$ cat config.mk
export PLATFORM = sky130hd
export DESIGN_NAME = sapt_queue
export DESIGN_NICKNAME = d
export VERILOG_FILES = /design/src/rtl/set_assoc_position_table_core_macros.svh /design/src/rtl/sapt_pkg.sv /design/src/rtl/sapt_queue.sv
export SDC_FILE = /design/constraint.sdc
export NUM_CORES = 1
export LEC_CHECK = 0
export ABC_AREA = 1
export BUFFER_PORTS_ARGS = -buffer_cell sky130_fd_sc_hd__buf_2
export CAP_MARGIN = 20
export CORE_ASPECT_RATIO = 2
export CORE_MARGIN = 1.5
export CORE_UTILIZATION = 30
export CTS_CLUSTER_DIAMETER = 80
export DETAILED_ROUTE_END_ITERATION = 7
export PLACE_DENSITY = 0.54
export SYNTH_ARGS = -nofsm -noshare
export SYNTH_HDL_FRONTEND = slang
export SYNTH_SLANG_ARGS = --single-unit
$ cat constraint.sdc
create_clock -name clk -period 16.9 [get_ports clk]
set_input_delay 0.845 -clock clk [delete_from_list [all_inputs] [get_ports clk]]
set_output_delay 0.845 -clock clk [all_outputs]
set_load 0.1 [all_outputs]
$ cat src/rtl/set_assoc_position_table_core_macros.svh
`ifndef SET_ASSOC_POSITION_TABLE_CORE_MACROS_SVH
`define SET_ASSOC_POSITION_TABLE_CORE_MACROS_SVH

// assertion helpers, expect clk and rst_n in scope
`ifndef NO_ASSERTIONS
`define SAPT_ASSERT_IMPL(label, ante, cons) \
    label: assert property (@(posedge clk) disable iff (!rst_n) (ante) |-> (cons)) \
        else $error("sapt check failed");
`define SAPT_ASSERT_NEXT(label, ante, cons) \
    label: assert property (@(posedge clk) disable iff (!rst_n) (ante) |=> (cons)) \
        else $error("sapt check failed");
`else
`define SAPT_ASSERT_IMPL(label, ante, cons)
`define SAPT_ASSERT_NEXT(label, ante, cons)
`endif

`endif

$ cat src/rtl/sapt_pkg.sv
`default_nettype none

package sapt_pkg;

    localparam int KEY_W      = 64;
    localparam int DEPTH_W    = 8;
    localparam int SCORE_W    = 16;
    localparam int BOUND_W    = 2;
    localparam int MOVE_IN_W  = 24;
    localparam int HIT_WAY_W  = 2;
    localparam int S_TDATA_W  = 120;
    localparam int M_TDATA_W  = 56;
    localparam int MOD_DIGIT  = 4;
    localparam int MOD_STEPS  = KEY_W / MOD_DIGIT;
    localparam int MOD_CNT_W  = $clog2(MOD_STEPS);

    typedef enum logic [1:0] {
        OP_PUT   = 2'd0,
        OP_GET   = 2'd1,
        OP_AGE   = 2'd2,
        OP_CLEAR = 2'd3
    } op_t;

    typedef struct packed {
        op_t                        op;
        logic [KEY_W-1:0]           key;
        logic signed [DEPTH_W-1:0]  depth;
        logic signed [SCORE_W-1:0]  score;
        logic [BOUND_W-1:0]         bound_kind;
        logic [MOVE_IN_W-1:0]       best_move;
    } item_t;

    typedef enum logic [1:0] {
        F_EMPTY,
        F_MOD,
        F_READY
    } fstate_t;

    typedef enum logic [2:0] {
        B_INIT,
        B_IDLE,
        B_LOOK,
        B_CLR,
        B_FIN
    } bstate_t;

    typedef struct packed {
        logic init_busy;
        logic idle;
    } back_status_t;

endpackage

`default_nettype wire

$ cat src/rtl/sapt_queue.sv
`default_nettype none

module sapt_queue #(
    parameter int IDX_W = 10
) (
    input  wire logic             clk,
    input  wire logic             rst_n,
    input  wire logic             push,
    input  wire sapt_pkg::item_t  push_item,
    input  wire logic [IDX_W-1:0] push_idx,
    output logic                  full,
    input  wire logic             pop,
    output logic                  valid,
    output sapt_pkg::item_t       head_item,
    output logic [IDX_W-1:0]      head_idx
);

    sapt_pkg::item_t  item_reg [2];
    logic [IDX_W-1:0] idx_reg  [2];
    logic             wr_reg;
    logic             rd_reg;
    logic [1:0]       count_reg;

    assign full      = count_reg == 2'd2;
    assign valid     = count_reg != 2'd0;
    assign head_item = item_reg[rd_reg];
    assign head_idx  = idx_reg[rd_reg];

    always_ff @(posedge clk or negedge rst_n)
    begin
        if (!rst_n)
        begin
            wr_reg    <= 1'b0;
            rd_reg    <= 1'b0;
            count_reg <= '0;
        end
        else
        begin
            if (push)
            begin
                wr_reg <= !wr_reg;
            end
            if (pop)
            begin
                rd_reg <= !rd_reg;
            end
            count_reg <= count_reg + {1'b0, push} - {1'b0, pop};
        end
    end

    always_ff @(posedge clk)
    begin
        if (push)
        begin
            item_reg[wr_reg] <= push_item;
            idx_reg[wr_reg]  <= push_idx;
        end
    end

endmodule

`default_nettype wire

==> impl_metrics.py <==
metrics = {
    "clock_tree": {
        "clock-sinks": 256,
        "cts-buffers-inserted": 25,
        "clock-root-buffer": "clkbuf_16",
        "tritoncts": "done",
        "htree_levels": 1,
        "clk_pin_slew_ps": 60,
        "cts_resized": 0,
        "clk_latency_ps": 530,
        "clockBufferDepth": 3,
        "cts_setup_buffers": 0,
        "cts_hold_buf": 0,
    },
    "drt": {
        "drc": 0,
        "routedWlPerCell_um": 15.63,
        "dr.first_iter.drc_count": 339,
        "routed_wl_um": 21770,
        "ant_nets": 0,
        "num_vias": 5831,
        "via_per_inst": 4.186,
        "drtPass1Iterations": 4,
    },
    "synthesis": {
        "yosys_warnings": 0,
        "syn_inst": 683,
        "syn_area_mm2": 0.009761,
        "syn_nets": 815,
        "avgSynthCellArea_um2": 14.29,
        "ys_seq_elements": 256,
        "ys_types": 15,
        "ys_seq_area_share_pct": 78.55,
    },
    "critical_path": {
        "cp_max_fo": 96,
        "cp.arrival_ps": 3970,
        "cp.depth": 5,
        "worstPathRequired_ps": 16060,
        "cp_slowest_stage_delay_ps": 1010,
        "slowest_stage": "dfrtp_4",
        "worstSetupStartpointType": "register",
        "cp_cell_sequence": "buf_4 -> buf_4 -> nand2_1 -> o21ai_2 -> buf_2",
        "worst_path_most_repeated_cell": "buf_4",
        "cp_num_buf_inv": 3,
        "cp-end-kind": "output port",
        "crit_type": "register to output port",
        "rr_worst_depth": 3,
        "cp_top_family": "buffers and inverters",
    },
    "grt": {
        "track_usage_pct": 12.63,
        "grt_start_max_net_pins": 97,
        "grt_pass1_wl_um": 31340,
        "grt-ovfl-total": 0,
        "first_global_vias": 5796,
        "antenna_found_initial": 15,
    },
    "floorplan": {
        "placementRows": 93,
        "die_h_um": 258.1,
        "start_util_pct": 30.39,
        "io_pins": 258,
        "dieWidth_um": 130.5,
        "dieArea_mm2": 0.03369,
        "coreArea_mm2": 0.03212,
    },
    "timing": {
        "hold_viol_final": 0,
        "period_needed_ps": 4820,
        "tightestPinTransition_ps": 1042,
        "finalClockSkew_ps": 13.01,
        "finalCritPeriodShare_pct": 28.52,
        "rsz0062_at_grt": "false",
        "setup_tns_ps": 0,
        "timing.final.max_slew_violations": 0,
        "finalSetupViolations": 0,
        "fmax_ghz": 0.2075,
        "slew_headroom_pct": 30.50,
    },
    "placed_design": {
        "gp_congestion": 0.7724,
        "portBuffers": 257,
        "hpwl_um": 14680,
    },
    "final_layout": {
        "largest_register_ffs": 232,
        "final_cell_mix": "257 x buf_2, 252 x edfxtp_1, 133 x nand2_1",
        "layout_commonest_cell": "buf_2",
        "layout-drive-gt1-share_pct": 35.91,
        "final_nets": 1076,
        "area_growth_syn_to_layout_pct": 24.93,
    },
    "hold_path": {
        "hold_class": "primary input to async pin",
    },
    "run": {
        "max_cap_viol_count": 0,
    },
    "outcome": {
        "status": "completed",
    },
}
## logic make-up (layout without fill, tap and decap cells)
kind of cell / Yosys count / in the layout / share of synthesized area, %
AOI/OAI and AO/OA: 126 / 126 / 8.114
xor gates and xnor gates: 2 / 2 / 0.1795
adders and majority gates: 2 / 2 / 0.2563
buffers and inverters: 161 / 436 / 7.653
DFF: 256 / 256 / 78.55
other: 0 / 8 / 0
and+or+nand+nor: 136 / 136 / 5.243
## per-layer routing
| layer | track usage (%) | vias up | routed length (um) |
|---|---|---|---|
| met1 | 11.13 | 2727 | 6788 |
| met5 | 0 | - | 91 |
| met2 | 24.34 | 175 | 12420 |
| li1 | - | 2850 | - |
| met4 | 7.479 | 14 | 1071 |
| met3 | 3.543 | 65 | 1399 |
## area by class of cell
| type | count | area (um^2) |
|---|---|---|
| Antenna cell | 8 | 20.02 |
| Multi-Input combinational cell | 266 | 1354 |
| Timing Repair Buffer | 262 | 1324 |
| Inverter | 133 | 504.2 |
| Clock buffer | 29 | 640.6 |
| Sequential cell | 256 | 7671 |
| Tap cell | 427 | 534.3 |
| Clock inverter | 12 | 146.4 |
| Fill cell | 3186 | 19920 |
## cells in the mapped netlist
cell type / n / share of area, %
buf_4: 4 / 0.31
buf_6: 14 / 1.6
buf_8: 2 / 0.31
clkbuf_1: 8 / 0.31
dfrtp_1: 4 / 1.0
edfxtp_1: 252 / 78
ha_1: 2 / 0.26
inv_1: 133 / 5.1
nand2_1: 133 / 5.1
nand3_1: 1 / 0.051
nor2_1: 2 / 0.077
o21ai_0: 77 / 3.9
o21ai_1: 6 / 0.31
o21ai_2: 43 / 3.9
xor2_1: 2 / 0.18
## path summary, 6_finish.rpt
kind                       slack [ps]          start              end
min                               110          rst_n           rd_reg
min in group clk                  500  push_item[44]  item_reg[1][44]
max                             12080         rd_reg    head_item[81]
max in group asynchronous       16650          rst_n           rd_reg
max reg2reg                     14580         wr_reg    idx_reg[1][7]
min reg2reg                       580   count_reg[1]     count_reg[1]
## through the flow
stage	setup slack, ps	util, %	hold slack [ps]	instance area [um^2]	cells
after floorplan	10130	-	463.4	9761	683
after global placement	12660	35.46	530.4	11390	1344
after detailed placement	12610	35.46	567.1	11390	1344
after CTS	12020	37.91	82.58	12170	1385
after global routing	11670	37.97	87.89	12190	1393
final	12080	37.97	112.4	12190	1393
Power is left out: the tool's default activity adds up to more than one toggle a clock period on the data nets, which glitch-free logic cannot reach.
