[config.mk]
export PLATFORM = sky130hd
export DESIGN_NAME = sapt_front
export DESIGN_NICKNAME = d
export VERILOG_FILES = /design/src/rtl/set_assoc_position_table_core_macros.svh /design/src/rtl/sapt_pkg.sv /design/src/rtl/sapt_front.sv
export SDC_FILE = /design/constraint.sdc
export NUM_CORES = 1
export LEC_CHECK = 0
export BUFFER_PORTS_ARGS = -buffer_cell sky130_fd_sc_hd__buf_2
export CAP_MARGIN = 15
export CELL_PAD_IN_SITES_DETAIL_PLACEMENT = 0
export CELL_PAD_IN_SITES_GLOBAL_PLACEMENT = 1
export CORE_AREA = 8 8 155 128
export CTS_CLUSTER_DIAMETER = 60
export DETAILED_ROUTE_END_ITERATION = 8
export DIE_AREA = 0 0 163 136
export PLACE_DENSITY = 0.85
export SLEW_MARGIN = 20
export SYNTH_ARGS = -nofsm -noshare
export SYNTH_HDL_FRONTEND = slang
export SYNTH_SLANG_ARGS = --single-unit
[constraint.sdc]
create_clock -name clk -period 9.45 [get_ports clk]
set_clock_uncertainty 0.05 [all_clocks]
set_input_delay 0 -clock clk [delete_from_list [all_inputs] [get_ports clk]]
set_output_delay 0 -clock clk [all_outputs]
set_load 0.005 [all_outputs]
[src/rtl/set_assoc_position_table_core_macros.svh]
`ifndef SET_ASSOC_POSITION_TABLE_CORE_MACROS_SVH
`define SET_ASSOC_POSITION_TABLE_CORE_MACROS_SVH

// assertion helpers, expect clk and rst_n in scope
`ifndef NO_ASSERTIONS
`define SAPT_ASSERT_IMPL(label, ante, cons) \
    label: assert property (@(posedge clk) disable iff (!rst_n) (ante) |-> (cons)) \
        else $error("sapt check failed");
`define SAPT_ASSERT_NEXT(label, ante, cons) \
    label: assert property (@(posedge clk) disable iff (!rst_n) (ante) |=> (cons)) \
        else $error("sapt check failed");
`else
`define SAPT_ASSERT_IMPL(label, ante, cons)
`define SAPT_ASSERT_NEXT(label, ante, cons)
`endif

`endif

[src/rtl/sapt_pkg.sv]
`default_nettype none

package sapt_pkg;

    localparam int KEY_W      = 64;
    localparam int DEPTH_W    = 8;
    localparam int SCORE_W    = 16;
    localparam int BOUND_W    = 2;
    localparam int MOVE_IN_W  = 24;
    localparam int HIT_WAY_W  = 2;
    localparam int S_TDATA_W  = 120;
    localparam int M_TDATA_W  = 56;
    localparam int MOD_DIGIT  = 4;
    localparam int MOD_STEPS  = KEY_W / MOD_DIGIT;
    localparam int MOD_CNT_W  = $clog2(MOD_STEPS);

    typedef enum logic [1:0] {
        OP_PUT   = 2'd0,
        OP_GET   = 2'd1,
        OP_AGE   = 2'd2,
        OP_CLEAR = 2'd3
    } op_t;

    typedef struct packed {
        op_t                        op;
        logic [KEY_W-1:0]           key;
        logic signed [DEPTH_W-1:0]  depth;
        logic signed [SCORE_W-1:0]  score;
        logic [BOUND_W-1:0]         bound_kind;
        logic [MOVE_IN_W-1:0]       best_move;
    } item_t;

    typedef enum logic [1:0] {
        F_EMPTY,
        F_MOD,
        F_READY
    } fstate_t;

    typedef enum logic [2:0] {
        B_INIT,
        B_IDLE,
        B_LOOK,
        B_CLR,
        B_FIN
    } bstate_t;

    typedef struct packed {
        logic init_busy;
        logic idle;
    } back_status_t;

endpackage

`default_nettype wire

[src/rtl/sapt_front.sv]
`default_nettype none

module sapt_front #(
    parameter int NUM_SETS = 1024,
    parameter int IDX_W    = 10
) (
    input  wire logic                              clk,
    input  wire logic                              rst_n,
    input  wire logic                              s_tvalid,
    output logic                                   s_tready,
    input  wire logic [sapt_pkg::S_TDATA_W-1:0]    s_tdata,
    input  wire logic [1:0]                        s_tuser,
    input  wire sapt_pkg::back_status_t            status,
    input  wire logic                              q_full,
    output logic                                   q_push,
    output sapt_pkg::item_t                        q_item,
    output logic [IDX_W-1:0]                       q_idx
);

    localparam bit POW2 = (NUM_SETS & (NUM_SETS - 1)) == 0;
    localparam logic [IDX_W-1:0] IDX_MASK = IDX_W'(NUM_SETS - 1);
    localparam int R_W = IDX_W + 1;
    localparam logic [sapt_pkg::MOD_CNT_W-1:0] CNT_LAST =
        sapt_pkg::MOD_CNT_W'(sapt_pkg::MOD_STEPS - 1);

    sapt_pkg::fstate_t state_reg, state_next;
    sapt_pkg::item_t   item_reg;
    logic [IDX_W-1:0]  idx_reg;
    logic [R_W-1:0]    rem_reg;
    logic [R_W-1:0]    rem_step;
    logic [sapt_pkg::KEY_W-1:0] shift_reg;
    logic [sapt_pkg::MOD_CNT_W-1:0] cnt_reg;
    logic              accept;
    sapt_pkg::item_t   in_item;

    always_comb
    begin
        in_item.op         = sapt_pkg::op_t'(s_tuser);
        in_item.key        = s_tdata[63:0];
        in_item.depth      = s_tdata[71:64];
        in_item.score      = s_tdata[87:72];
        in_item.bound_kind = s_tdata[89:88];
        in_item.best_move  = s_tdata[113:90];
    end

    // four remainder digits per cycle, msb first
    always_comb
    begin
        logic [R_W-1:0] t;
        t = rem_reg;
        for (int i = 0; i < sapt_pkg::MOD_DIGIT; i++)
        begin
            t = {t[R_W-2:0], shift_reg[sapt_pkg::KEY_W-1-i]};
            if (t >= R_W'(NUM_SETS))
            begin
                t = t - R_W'(NUM_SETS);
            end
        end
        rem_step = t;
    end

    assign accept = s_tvalid && s_tready;

    always_comb
    begin
        state_next = state_reg;
        case (state_reg)
            sapt_pkg::F_EMPTY:
            begin
                if (accept)
                begin
                    state_next = POW2 ? sapt_pkg::F_READY : sapt_pkg::F_MOD;
                end
            end
            sapt_pkg::F_MOD:
            begin
                if (cnt_reg == CNT_LAST)
                begin
                    state_next = sapt_pkg::F_READY;
                end
            end
            sapt_pkg::F_READY:
            begin
                if (accept)
                begin
                    state_next = POW2 ? sapt_pkg::F_READY : sapt_pkg::F_MOD;
                end
                else if (!q_full)
                begin
                    state_next = sapt_pkg::F_EMPTY;
                end
            end
            default:
            begin
                state_next = sapt_pkg::F_EMPTY;
            end
        endcase
    end

    always_comb
    begin
        q_push   = (state_reg == sapt_pkg::F_READY) && !q_full;
        s_tready = !status.init_busy &&
                   ((state_reg == sapt_pkg::F_EMPTY) ||
                    ((state_reg == sapt_pkg::F_READY) && !q_full));
        q_item   = item_reg;
        q_idx    = idx_reg;
    end

    always_ff @(posedge clk or negedge rst_n)
    begin
        if (!rst_n)
        begin
            state_reg <= sapt_pkg::F_EMPTY;
            cnt_reg   <= '0;
        end
        else
        begin
            state_reg <= state_next;
            if (accept)
            begin
                cnt_reg <= '0;
            end
            else if (state_reg == sapt_pkg::F_MOD)
            begin
                cnt_reg <= cnt_reg + 1'b1;
            end
        end
    end

    always_ff @(posedge clk)
    begin
        if (accept)
        begin
            item_reg  <= in_item;
            idx_reg   <= in_item.key[IDX_W-1:0] & IDX_MASK;
            rem_reg   <= '0;
            shift_reg <= in_item.key;
        end
        else if (state_reg == sapt_pkg::F_MOD)
        begin
            rem_reg   <= rem_step;
            shift_reg <= shift_reg << sapt_pkg::MOD_DIGIT;
            if (cnt_reg == CNT_LAST)
            begin
                idx_reg <= rem_step[IDX_W-1:0];
            end
        end
    end

endmodule

`default_nettype wire

==> results.toml <==
[outcome]
status = "finished clean"

[sta]
rsz0062_at_grt = "no"
finalSetupTns_ps = 0
min_period_ps = 3040
drv_slew = 0
setup_violations = 0
relSlewSlack = 0.416
hold_viol_final = 0
fin_crit_sh = 0.322
worstMarginPinSlew_ps = 876
max_freq_ghz = 0.329

[routing]
vias = 4075
wl_per_cell_microns = 18.6
drc = 0
via_per_inst = 4.51
drt_iter0_markers = 161
postRouteAntennaNets = 0
drt-pass1-iter-count = 4
drt-total-wl_microns = 16800

[place]
gp_congestion = 0.746
placed_area_sq_um = 8340
port_buffers = 248
place_hpwl_microns = 10600
placed_cells = 752

[clock_network]
cts_tree = "yes"
clock-root-buffer = "clkbuf_16"
clk_latency_ps = 420
cts.sinks = 191
cts_buffers = 17
clockBufferDepth = 2
path_clk_slew_ps = 70
post_cts_buffers = 0
htree_levels = 4

[critical_path]
crit_buf_inv = 2
start_kind = "flop"
worst_ep_arrival_time_ps = 3040
path_cells = "nand2_1 -> nand2b_4 -> inv_8 -> buf_4"
max_stage_delay_ps = 810
worstSetupPathType = "reg2reg"
end_kind = "flop"
cp_max_fo = 134
critPathTopFamily = "buffers and inverters"
cp_data_required_time_ps = 9450
slowest_stage = "inv_8"

[grt]
grt-busiest-layer = "met2"
grt_max_degree = 135
first_global_vias = 4551
grt_pass1_wl_microns = 25400
use_met2 = 0.252
overflow = 0
use_met1 = 0.172
antenna_found_initial = 0
grt_usage = 0.150
use_met3 = 0.0630

[synth]
synth_cell_types = 12
ys_warn_count = 0
synth_fp_nets = 408
postSynthCellCount = 280
ys_ff_latch = 191
yosysSeqAreaShare = 0.827
netlist_area_sq_um = 6930
avgSynthCellArea_sq_um = 24.8

[hold_path]
hold_path.class = "in2out"

[die]
rows = 44
core_sq_um = 17500
chipHeight_microns = 136
start_util = 0.396
pin_count = 256
die_w_microns = 163
dieArea_sq_um = 22200

[layout]
fin_util = 0.580
largest_reg_flops = 116
area_delta_synth_final_pct = 46.4
stdcell_count = 904
nNetsFinal = 790
final_common_cell = "buf_2"
layout_common_cells = "248 x buf_2, 190 x edfxtp_1, 121 x dlygate4sd3_1, 60 x mux2_4, 17 x clkbuf_16"
fin_area_sq_um = 10200
n_antenna_cell = 0
final_layout_size_suffix_gt1_frac = 0.516

[power]
p_leak_nw = 4.19
powerDensity_nw_per_um2 = 185
vdd_drop_max_v = 0.000126

[job]
maxCapViolCount = 0
## cells by family (layout without fill, tap and decap cells)
logic type / count (synthesis) / in the layout / synth area share
AND/OR/NAND/NOR: 15 / 15 / 0.0150
multiplexers: 64 / 64 / 0.136
flip-flops: 191 / 191 / 0.827
AO/OA/AOI/OAI: 1 / 1 / 0.000721
buffers and inverters: 9 / 403 / 0.0213
## per-stage QoR
stage,setup WS (ps),hold WS [ps],power (mW)
final,6410,203,1.88
after global routing,6200,214,1.94
after CTS,6390,200,1.90
after detailed placement,6430,-274,1.13
after global placement,6480,-275,1.13
after floorplan,2850,-346,1.08
## worst register-to-register path: stages, from the launching register on
cell      delay, ps
dfrtp_1         390
nand2_1         130
nand2b_4        390
inv_8           860
buf_4           800
## per-layer routing
metal	vias to the layer above	wire length, microns
li1	1874	-
met1	1989	6700
met2	192	8310
met3	20	1630
met4	0	173
met5	-	0
## timing repair
action,4_1_cts,5_1_grt
hold buffers,121,0
endpoints found under the hold margin,192,0
gates resized for setup,0,0
## Yosys cell counts
master / instances / area [sq um]
edfxtp_1: 190 / 5710
mux2_4: 60 / 901
and2_1: 10 / 62.6
buf_12: 7 / 140
mux2_2: 4 / 45.0
nand2_1: 2 / 7.51
nand2b_4: 2 / 27.5
a21oi_1: 1 / 5.00
clkbuf_1: 1 / 3.75
dfrtp_1: 1 / 25.0
inv_1: 1 / 3.75
nor2b_1: 1 / 6.26
## final timing paths
kind | startpoint | end | slack, ps | cells past startpoint
min in group asynchronous | rst_n | state_reg[1] | 380 | 3
max in group asynchronous | rst_n | state_reg[1] | 8870 | 3
worst max-delay path | state_reg[1] | q_item[112] | 6410 | 4
worst min register to register | shift_reg[18] | shift_reg[22] | 500 | 1
worst max register to register | state_reg[1] | q_item[112] | 6410 | 4
worst min-delay path | status[1] | s_tready | 200 | 3
## power breakdown
group,switching [mW],internal [mW],total [mW]
clock network,0.328,0.399,0.727
registers,0.0106,0.978,0.989
logic,0.0674,0.0974,0.165
total,0.405,1.48,1.88
## area by class of cell
| cell class | count | area, sq um |
|---|---|---|
| Multi-Input combinational cell | 80 | 1050 |
| Timing Repair Buffer | 371 | 2470 |
| Fill cell | 1318 | 7350 |
| Clock buffer | 17 | 425 |
| Tap cell | 230 | 288 |
| Clock inverter | 14 | 175 |
| Inverter | 1 | 11.3 |
| Sequential cell | 191 | 5730 |
Note: power is estimated with default switching activity, not from simulation.
